[src/design/rpsf_pkg.sv]
`timescale 1ns / 1ps
package rpsf_pkg;

  typedef enum logic [2:0] {
    SYNC_FALL  = 3'd0,
    SYNC_RISE  = 3'd1,
    SYNC_EQUAL = 3'd2,
    SYNC_HOLD  = 3'd3,
    SYNC_HIGH  = 3'd4
  } sync_state_t;

  typedef enum logic [2:0] {
    MODE_NONE    = 3'd0,
    MODE_LOW     = 3'd1,
    MODE_FALL    = 3'd2,
    MODE_HIGH    = 3'd3,
    MODE_EQUAL   = 3'd4
  } wave_mode_t;

  localparam logic [7:0] WAVE_BYTE_04 = 8'h04;
  localparam logic [7:0] WAVE_BYTE_08 = 8'h08;
  localparam logic [7:0] WAVE_BYTE_10 = 8'h10;
  localparam logic [7:0] WAVE_BYTE_30 = 8'h30;

  localparam logic [7:0] POS_HIGH_MIN = 8'd5;
  localparam logic [7:0] POS_BACKOFF  = 8'd2;

  typedef struct packed {
    logic [7:0] step_count;
    logic [7:0] new_position;
    logic [7:0] old_position;
  } in_data_t;

  typedef struct packed {
    logic [1:0] pad;
    logic [7:0] copy_value;
    logic [7:0] wave_byte;
    logic [2:0] wave_mode;
    logic [2:0] sync_state;
  } out_data_t;

endpackage

[src/design/rotor_position_sync_fsm_top.sv]
`timescale 1ns / 1ps
// data path: an accepted input is held in the input register, then its result in the result register
// throughput: one item per cycle while the result is not stalled; the sync state register feeds its own next state
// in_tready drops only while an item waits in the input register and the result is stalled
// reset: synchronous active-low rst_n clears both valid flags and the sync state to 0
module rotor_position_sync_fsm_top (
  input  logic        clk,
  input  logic        rst_n,
  input  logic        in_tvalid,
  output logic        in_tready,
  input  logic [23:0] in_tdata,   // old_position[7:0], new_position[15:8], step_count[23:16]
  input  logic        in_tuser,   // resync
  output logic        out_tvalid,
  input  logic        out_tready,
  output logic [23:0] out_tdata,  // sync_state[2:0], wave_mode[5:3], wave_byte[13:6],
                                  // copy_value[21:14], zero fill[23:22]
  output logic        out_tuser   // copy_valid
);
  import rpsf_pkg::*;

  logic        in_valid_r;
  in_data_t    in_data_r;
  logic        in_resync_r;
  sync_state_t state_r;
  sync_state_t state_nxt;
  logic        out_valid_r;
  out_data_t   out_data_r;
  out_data_t   out_data_nxt;
  logic        out_copy_r;
  logic        out_copy_nxt;

  logic        adv;
  logic        odd;
  logic        eq_flag;
  sync_state_t seed_state;
  logic        seed_flag;
  logic [7:0]  old_p;
  logic [7:0]  new_p;
  logic [7:0]  back_pos;
  logic        back_ge;

  assign adv       = !out_valid_r || out_tready;
  assign in_tready = !in_valid_r || adv;

  assign old_p    = in_data_r.old_position;
  assign new_p    = in_data_r.new_position;
  assign odd      = in_data_r.step_count[0];
  assign back_pos = old_p - POS_BACKOFF;
  assign back_ge  = $signed({back_pos[7], back_pos}) >= $signed({1'b0, new_p});

  // stage a: reseed
  always_comb begin
    seed_state = state_r;
    seed_flag  = 1'b0;
    if (in_resync_r) begin
      if (old_p > new_p) begin
        seed_state = SYNC_FALL;
      end else if (old_p == new_p) begin
        seed_state = SYNC_EQUAL;
        seed_flag  = 1'b1;
      end else begin
        seed_state = SYNC_RISE;
      end
    end
  end

  // stage b: next state
  always_comb begin
    state_nxt = seed_state;
    eq_flag   = seed_flag;
    case (seed_state)
      SYNC_FALL: begin
        if (old_p == new_p && !odd) begin
          state_nxt = SYNC_EQUAL;
          eq_flag   = 1'b1;
        end else if (old_p < new_p && !odd) begin
          state_nxt = SYNC_HOLD;
        end
      end
      SYNC_RISE: begin
        if (!odd || new_p == 8'd0) begin
          if (old_p > new_p) begin
            state_nxt = SYNC_HOLD;
          end else if (old_p == new_p) begin
            if (new_p >= POS_HIGH_MIN) begin
              state_nxt = SYNC_HIGH;
            end else begin
              state_nxt = SYNC_EQUAL;
              eq_flag   = 1'b1;
            end
          end
        end
      end
      SYNC_EQUAL: begin
        if (old_p > new_p) begin
          state_nxt = SYNC_FALL;
        end else if (old_p < new_p) begin
          state_nxt = SYNC_RISE;
        end
      end
      SYNC_HOLD: begin
        if (old_p > new_p) begin
          state_nxt = SYNC_FALL;
        end else if (old_p < new_p) begin
          state_nxt = SYNC_RISE;
        end else begin
          state_nxt = SYNC_EQUAL;
          eq_flag   = 1'b1;
        end
      end
      SYNC_HIGH: begin
        if (!odd) begin
          if (old_p < POS_HIGH_MIN) begin
            state_nxt = SYNC_EQUAL;
            eq_flag   = 1'b1;
          end else if (back_ge) begin
            state_nxt = SYNC_HOLD;
          end
        end
      end
      default: begin
        state_nxt = seed_state;
      end
    endcase
  end

  // stage c: outputs
  always_comb begin
    out_data_nxt            = '0;
    out_copy_nxt            = 1'b0;
    out_data_nxt.sync_state = state_nxt;
    case (state_nxt)
      SYNC_FALL: begin
        out_data_nxt.wave_mode = MODE_FALL;
        out_data_nxt.wave_byte = WAVE_BYTE_10;
      end
      SYNC_RISE, SYNC_HIGH: begin
        if (new_p >= POS_HIGH_MIN) begin
          out_data_nxt.wave_mode = MODE_HIGH;
          out_data_nxt.wave_byte = WAVE_BYTE_10;
        end else begin
          out_data_nxt.wave_mode = MODE_LOW;
          out_data_nxt.wave_byte = odd ? WAVE_BYTE_08 : WAVE_BYTE_30;
        end
      end
      SYNC_EQUAL: begin
        out_data_nxt.wave_byte = WAVE_BYTE_04;
        if (eq_flag && new_p == 8'd0) begin
          out_copy_nxt            = 1'b1;
          out_data_nxt.copy_value = in_data_r.step_count;
        end else begin
          out_data_nxt.wave_mode = MODE_EQUAL;
        end
      end
      SYNC_HOLD: begin
        out_data_nxt.wave_mode = MODE_NONE;
        out_data_nxt.wave_byte = WAVE_BYTE_30;
      end
      default: begin
        out_data_nxt.wave_mode = MODE_NONE;
      end
    endcase
  end

  always_ff @(posedge clk) begin
    if (!rst_n) begin
      in_valid_r  <= 1'b0;
      out_valid_r <= 1'b0;
      state_r     <= SYNC_FALL;
    end else begin
      if (in_tready) begin
        in_valid_r <= in_tvalid;
      end
      if (adv) begin
        out_valid_r <= in_valid_r;
      end
      if (in_valid_r && adv) begin
        state_r <= state_nxt;
      end
    end
  end

  always_ff @(posedge clk) begin
    if (in_tvalid && in_tready) begin
      in_data_r   <= in_tdata;
      in_resync_r <= in_tuser;
    end
    if (in_valid_r && adv) begin
      out_data_r <= out_data_nxt;
      out_copy_r <= out_copy_nxt;
    end
  end

  assign out_tvalid = out_valid_r;
  assign out_tdata  = out_data_r;
  assign out_tuser  = out_copy_r;

  a_state_legal: assert property (@(posedge clk) disable iff (!rst_n)
    state_r <= SYNC_HIGH)
    else $error("sync state left the legal range");

  a_out_matches_state: assert property (@(posedge clk) disable iff (!rst_n)
    out_valid_r |-> out_data_r.sync_state == state_r)
    else $error("result state differs from sync state register");

  a_copy_only_equal: assert property (@(posedge clk) disable iff (!rst_n)
    (out_valid_r && out_copy_r) |-> (out_data_r.sync_state == SYNC_EQUAL &&
      out_data_r.wave_mode == MODE_NONE && out_data_r.wave_byte == WAVE_BYTE_04))
    else $error("copy flagged outside equal state");

  a_copy_value_zero: assert property (@(posedge clk) disable iff (!rst_n)
    (out_valid_r && !out_copy_r) |-> out_data_r.copy_value == 8'd0)
    else $error("copy value nonzero without copy");

  a_state_moves_on_transfer: assert property (@(posedge clk) disable iff (!rst_n)
    !(in_valid_r && adv) |=> $stable(state_r))
    else $error("sync state changed without an item");

endmodule
[config.mk]
export PLATFORM = sky130hd
export DESIGN_NAME = rotor_position_sync_fsm_top
export DESIGN_NICKNAME = d
export VERILOG_FILES = /design/src/design/rpsf_pkg.sv /design/src/design/rotor_position_sync_fsm_top.sv
export SDC_FILE = /design/constraint.sdc
export NUM_CORES = 1
export LEC_CHECK = 0
export ABC_AREA = 0
export BUFFER_PORTS_ARGS = -buffer_cell sky130_fd_sc_hd__buf_4
export CORE_MARGIN = 4
export CORE_UTILIZATION = 54
export DETAILED_ROUTE_END_ITERATION = 7
export PLACE_DENSITY = 0.76
export REMOVE_ABC_BUFFERS = 1
export SETUP_SLACK_MARGIN = 0.05
export SYNTH_ARGS = -nofsm -noshare
export SYNTH_HDL_FRONTEND = slang
export SYNTH_SLANG_ARGS = --single-unit
[constraint.sdc]
create_clock -name clk -period 4.35 [get_ports clk]
set_clock_uncertainty 0.15 [all_clocks]
set_input_delay 0 -clock clk [delete_from_list [all_inputs] [get_ports clk]]
set_output_delay 0 -clock clk [all_outputs]
set_load 0.01 [all_outputs]
==> results of run 1 <==
-- through the flow --
step	std cells	util [%]	area (sq um)	hold slack, ps	power, mW
2_1_floorplan	229	-	2620	-51.1	0.666
3_3_place_gp	345	64.2	3070	28.2	0.725
3_5_place_dp	345	64.2	3070	29.5	0.728
4_1_cts	381	72.4	3470	256	1.06
5_1_grt	381	72.4	3470	255	1.12
6_report	381	72.4	3470	253	1.07
-- routing by layer --
metal	track usage (%)	part of all wire, %	vias to the layer above	wire (microns)
li1	-	-	1013	-
met1	26.0	42	945	2430
met2	34.6	51	62	2930
met3	3.78	6.3	7	364
met4	5.24	1.1	0	61
met5	0	0	-	0
-- cell type report --
class	count	area, sq um
well taps	67	83.8
inverters	31	116
fillers	319	1320
flip-flops and latches	49	1420
multi-input cells	149	1080
clock inverters	3	43.8
repair buffers	77	648
clock buffers	5	68.8
-- cells by family after synthesis --
group	count (synthesis)	synth area share (%)
AO/OA/AOI/OAI	48	13.2
XOR/XNOR	4	1.30
adder cells (fa/ha/maj)	17	7.89
buffers and inverters	44	7.80
flip-flops	49	52.7
multiplexers	3	1.11
other	1	0.139
AND/OR/NAND/NOR	71	15.8
-- path summary, 6_finish.rpt --
check | from | endpoint | depth (start not counted)
worst max-delay path | old_p[3]$_DFFE_PP_ | out_tdata[20]$_SDFFCE_PN0P_ | 11
worst min-delay path | in_tdata[1] | old_p[1]$_DFFE_PP_ | 2
worst max register to register | old_p[3]$_DFFE_PP_ | out_tdata[20]$_SDFFCE_PN0P_ | 11
worst min register to register | in_valid_r$_SDFFE_PN0N_ | out_tvalid$_SDFFE_PN0P_ | 1
-- cells in the mapped netlist (3+ instances only) --
library cell / n
ha_1: 17
a21oi_1: 14
nand3_1: 5
buf_4: 8
edfxtp_1: 44
a31oi_1: 3
o21a_1: 3
clkbuf_1: 3
inv_1: 30
nand2_1: 11
nor2b_1: 8
mux2i_1: 3
o21ai_0: 7
o211ai_1: 3
o21bai_1: 3
nor2_1: 11
nor3_1: 11
nor4_1: 3
and3_1: 3
xor2_1: 3
dfxtp_1: 5
-- worst reg2reg max path, delay by kind of cell, from the launching register on --
kind                       cells  cell delay [ps]
AOI/OAI and AO/OA              5             1130
adders and majority gates      1              210
buffers and inverters          1               50
DFF                            1              490
and+or+nand+nor                4             1270
-- power by group through the flow --
stage	sequential, mW	clock [mW]	combinational, mW
floorplan	0.574	0	0.0926
global placement	0.572	0	0.153
detailed placement	0.573	0	0.155
CTS	0.562	0.325	0.176
global route	0.566	0.355	0.198
finish	0.563	0.325	0.178
-- state kept, by name (all words and copies together), names as in the netlist --
signal	cells
out_tuser	1
in_resync_r	1
in_valid_r	1
out_tdata	18
new_p	8
out_tvalid	1
old_p	8
in_data_r	8
state_r	3
==> impl_metrics.py, run 1 <==
metrics = {
    "routing": {
        "drt_iter0_markers": 188,
        "post_drt_wl_per_cell_microns": 15.2,
        "ant_nets": 0,
        "routed_wl_microns": 5780,
        "drc_errors": 0,
        "via_count": 2027,
        "drt-pass1-iter-count": 4,
        "via_per_inst": 5.32,
    },
    "cts": {
        "cts_tree": "yes",
        "clkSinkCount": 49,
        "htreeDepth": 2,
        "clk_pin_slew_ps": 100,
        "numCtsBuffers": 5,
        "cts_max_path_buffers": 2,
        "clockRootBuffer": "clkbuf_8",
        "postCtsHoldBufs": 28,
        "cts_resized": 0,
        "worstSkewPairLatency_ps": 300,
        "post_cts_buffers": 0,
    },
    "power_and_ir_drop": {
        "clkPwrFrac_pct": 30.5,
        "comb_power_share_pct": 16.7,
        "vdd_drop_max_mv": 0.308,
        "p_switching_mw": 0.263,
        "p_per_area_nw_per_um2": 307,
        "pwr-share-seq_pct": 52.8,
        "intPower_mw": 0.803,
        "p_leak_nw": 1.43,
        "switching_share_pct": 24.6,
    },
    "worst_setup_path": {
        "path_buf_inv": 1,
        "cp_data_arrival_time_ps": 3440,
        "critPathMaxStageDelay_ps": 560,
        "r2r_slack_ps": 890,
        "worstPathMaxFanout": 11,
        "crit_required_ps": 4330,
        "crit_path_top_delay_cell": "or4_4",
        "cpLargestDelayFamily": "simple AND/OR/NAND/NOR gates",
        "path_class": "register to register",
        "start_kind": "register",
        "crit_chain": "or4_4 -> or3_1 -> nand2_1 -> inv_1 -> ha_1 -> a21oi_1 -> a31o_2 -> a222oi_1 -> o311ai_2 -> o211ai_2 -> nor3_1",
        "crit_path_end_kind": "register",
    },
    "place": {
        "dp_slack_ps": 943,
        "port_buffers": 49,
        "gp_congestion": 0.901,
        "hpwl_microns": 3830,
    },
    "synth": {
        "yosys.area.top_type": "edfxtp_1",
        "ys.flop_type": "edfxtp_1",
        "yosys_warnings": 0,
        "syn_area_sq_um": 2700,
        "postSynthAreaPerCell_sq_um": 11.4,
        "synth_edf_count": 44,
        "ys_ff_latch": 49,
        "synthTopCellsByArea": "edfxtp_1 (49%), ha_1 (7.9%), inv_1 (4.2%)",
        "seq_area_frac_synth_pct": 52.7,
        "syn-instance-count": 237,
        "synthArstFlopShare_pct": 0,
        "ys_types": 53,
        "synth_top_area_share_pct": 49.0,
    },
    "layout": {
        "fin_nets": 359,
        "drive_gt1_share_pct": 23.9,
        "antenna_cells": 0,
        "layout_commonest_cell": "buf_4",
        "layout_common_cells": "buf_4 (49), edfxtp_1 (44), inv_1 (30)",
        "area_growth_pct": 28.6,
    },
    "global_route": {
        "track_usage_pct": 20.1,
        "grt_pass1_vias": 1959,
        "grt_pass1_wl_microns": 9560,
        "gr-total-overflow": 0,
        "grt_max_degree": 26,
        "antenna_found_initial": 0,
    },
    "sta": {
        "fmax_mhz": 289,
        "setup_tns_ps": 0,
        "drv_slew": 0,
        "finalSetupViolations": 0,
        "max_slew_margin_pct": 27.5,
        "min_period_over_period_pct": 79.5,
        "hold_viol_final": 0,
        "setup_ws_ps": 892,
        "fin_crit_ps": 3460,
        "worst_pin_slew_ps": 1090,
        "rsz0062_at_grt": "no",
    },
    "die": {
        "fp.dieH_microns": 78.6,
        "io_pins": 56,
        "dieArea_sq_um": 6190,
        "core_sq_um": 4790,
        "fp.dieW_microns": 78.6,
        "rows": 25,
        "initial_core_util_pct": 56.3,
    },
    "job": {
        "cap_violations": 0,
    },
    "hold_path": {
        "hold_class": "input pin to register",
    },
    "outcome": {
        "status": "completed",
    },
}
(Power assumes the default switching activity.)
==> inputs of run 2 (changes only) <==
Clock period 4.35 ns to 3.3 ns, I/O delays scaled along.
==> run 2 against run 1 <==
  * The run now ends with setup timing left
  * Non-clock buffer count up 18
  * Combinational power is 69% higher
  * Clock-buffer cell count increased by 1
  * Clock power is 7.7% higher
  * Core utilization rose by 5.7 points
  * Critical path type unchanged
  * Largest power group unchanged
==> impl_metrics.py, run 2 (same netlist as run 1, synthesis figures left out) <==
metrics = {
    "die": {
        "fp.dieH_microns": 78.6,
        "initial_core_util_pct": 56.3,
        "fp.dieW_microns": 78.6,
        "io_pins": 56,
        "dieArea_sq_um": 6190,
        "rows": 25,
        "core_sq_um": 4790,
    },
    "power_and_ir_drop": {
        "p_per_area_nw_per_um2": 372,
        "total_power_mw": 1.39,
        "vdd_drop_max_mv": 0.288,
        "p_leak_nw": 1.53,
    },
    "job": {
        "cap_violations": 0,
    },
    "cts": {
        "clk_pin_slew_ps": 90,
        "htreeDepth": 2,
        "clockRootBuffer": "clkbuf_8",
        "numCtsBuffers": 5,
        "worstSkewPairLatency_ps": 300,
        "clkSinkCount": 49,
        "cts_max_path_buffers": 2,
        "cts_tree": "yes",
    },
    "hold_path": {
        "worstHoldStart": "out_tready",
        "hold_depth": 4,
        "timing.hold.worst_endpoint": "in_tready",
        "hold_class": "input pin to primary output",
    },
    "layout": {
        "drive_gt1_share_pct": 33.3,
        "finalNonFillerCells": 400,
        "fin_nets": 378,
        "design_area_sq_um": 3740,
        "layout_common_cells": "buf_4 (64), edfxtp_1 (44), dlygate4sd3_1 (30)",
        "fin_util_pct": 78.2,
        "antenna_cells": 0,
        "seq_area_sq_um": 1420,
        "area_growth_pct": 38.8,
        "layout_commonest_cell": "buf_4",
        "largest_reg_flops": 18,
        "num-fill-cells": 271,
        "multiInputGateArea_sq_um": 1230,
    },
    "routing": {
        "drt-pass1-iter-count": 8,
        "routed_wl_microns": 7190,
        "drc_errors": 0,
        "via_per_inst": 5.74,
        "post_drt_wl_per_cell_microns": 18.0,
        "via_count": 2294,
        "ant_nets": 0,
        "drt_iter0_markers": 312,
    },
    "sta": {
        "rsz0062_at_grt": "yes",
        "setup_tns_ps": -2380,
        "fin_crit_ps": 3500,
        "drv_slew": 0,
        "min_period_over_period_pct": 106,
        "finalSetupViolations": 17,
        "hold_viol_final": 0,
        "max_slew_margin_pct": 26.7,
        "fmax_mhz": 286,
        "worst_pin_slew_ps": 1090,
        "setup_ws_ps": -203,
    },
    "worst_setup_path": {
        "r2r_slack_ps": -200,
        "critPathMaxStageDelay_ps": 600,
        "crit_path_top_delay_cell": "or4_4",
        "crit_path_end_kind": "register",
        "crit_chain": "or4_4 -> o21ai_4 -> nand2_4 -> inv_1 -> ha_2 -> inv_1 -> o22ai_1 -> inv_1 -> a222oi_1 -> o311ai_2 -> buf_4 -> o211ai_4 -> nor3_2",
        "cp_data_arrival_time_ps": 3380,
        "worstPathMaxFanout": 6,
        "path_common_cell": "inv_1",
        "r2r-start": "old_p[6]$_DFFE_PP_",
        "rr_worst_depth": 13,
        "crit_start": "old_p[6]$_DFFE_PP_",
        "path_class": "register to register",
        "path_buf_inv": 4,
        "start_kind": "register",
        "crit_required_ps": 3180,
        "cpLargestDelayFamily": "compound AO/OA/AOI/OAI gates",
        "timing.rr.end": "out_tdata[21]$_SDFFCE_PN0P_",
    },
    "place": {
        "place_area_sq_um": 3130,
        "place_inst": 352,
        "gp_congestion": 0.949,
        "port_buffers": 49,
        "hpwl_microns": 3850,
    },
    "outcome": {
        "status": "finished with violations",
        "violations": "setup timing",
    },
    "global_route": {
        "grt_max_degree": 26,
        "grt_pass1_vias": 2043,
        "antenna_found_initial": 0,
        "gr-total-overflow": 0,
        "track_usage_pct": 20.8,
        "grt_pass1_wl_microns": 9870,
    },
}
==> run 2: changes by cell type in the layout (fill, tap and decap cells not counted), moves of 3 or more <==
cell | before | now
buf_4 | 49 | 64
nor3_1 | 11 | 6
nor3_2 | 1 | 6
ha_1 | 17 | 14
==> run 2: worst min-delay path: cells and delay by family <==
kind                   cells  cell delay, ps
buffers and inverters      2             210
and+or+nand+nor            2             190
==> run 2: how the worst max path moves through the flow <==
stage / to / cells past startpoint
global route: out_tdata[20]$_SDFFCE_PN0P_ / 13
finish: out_tdata[21]$_SDFFCE_PN0P_ / 13
detailed placement: out_tdata[10]$_DFFE_PP_ / 11
global placement: out_tdata[10]$_DFFE_PP_ / 11
floorplan: out_tdata[9]$_DFFE_PP_ / 11
CTS: out_tdata[19]$_SDFFCE_PN0P_ / 11
==> run 2: area by class of cell <==
type                    count  area share, %
clock buffers               6           1.94
inverters                  31           3.11
well taps                  67           2.24
flip-flops and latches     49           38.0
repair buffers             95           21.4
multi-input cells         150           32.9
clock inverters             2          0.368
==> run 2: power by group <==
group          leakage [nW]  switching (mW)  internal [mW]
Combinational          1.03           0.152          0.147
Sequential            0.454          0.0244          0.716
Clock                0.0456           0.199          0.151
==> run 2: metrics by stage <==
step	hold WS, ps	setup WS, ps
6_report	251	-203
5_1_grt	261	-249
4_1_cts	206	54.8
3_5_place_dp	29.5	45.8
3_3_place_gp	28.0	109
2_1_floorplan	-51.1	168
==> run 2: repair_timing <==
| action | 4_1_cts | 5_1_grt |
|---|---|---|
| gates cloned | 0 | 1 |
| setup buffers | 3 | 6 |
| setup endpoints to repair | 3 | 17 |
| pin swaps | 2 | 9 |
| hold buffers | 30 | 0 |
| resized for setup | 2 | 26 |
| hold endpoints to repair | 30 | 0 |
==> run 2: routing by layer <==
layer  share of wire, %  GRT usage [%]
met2                 52           35.7
met4                3.0           5.42
met1                 38           26.3
met5                  0              0
met3                7.7           4.70
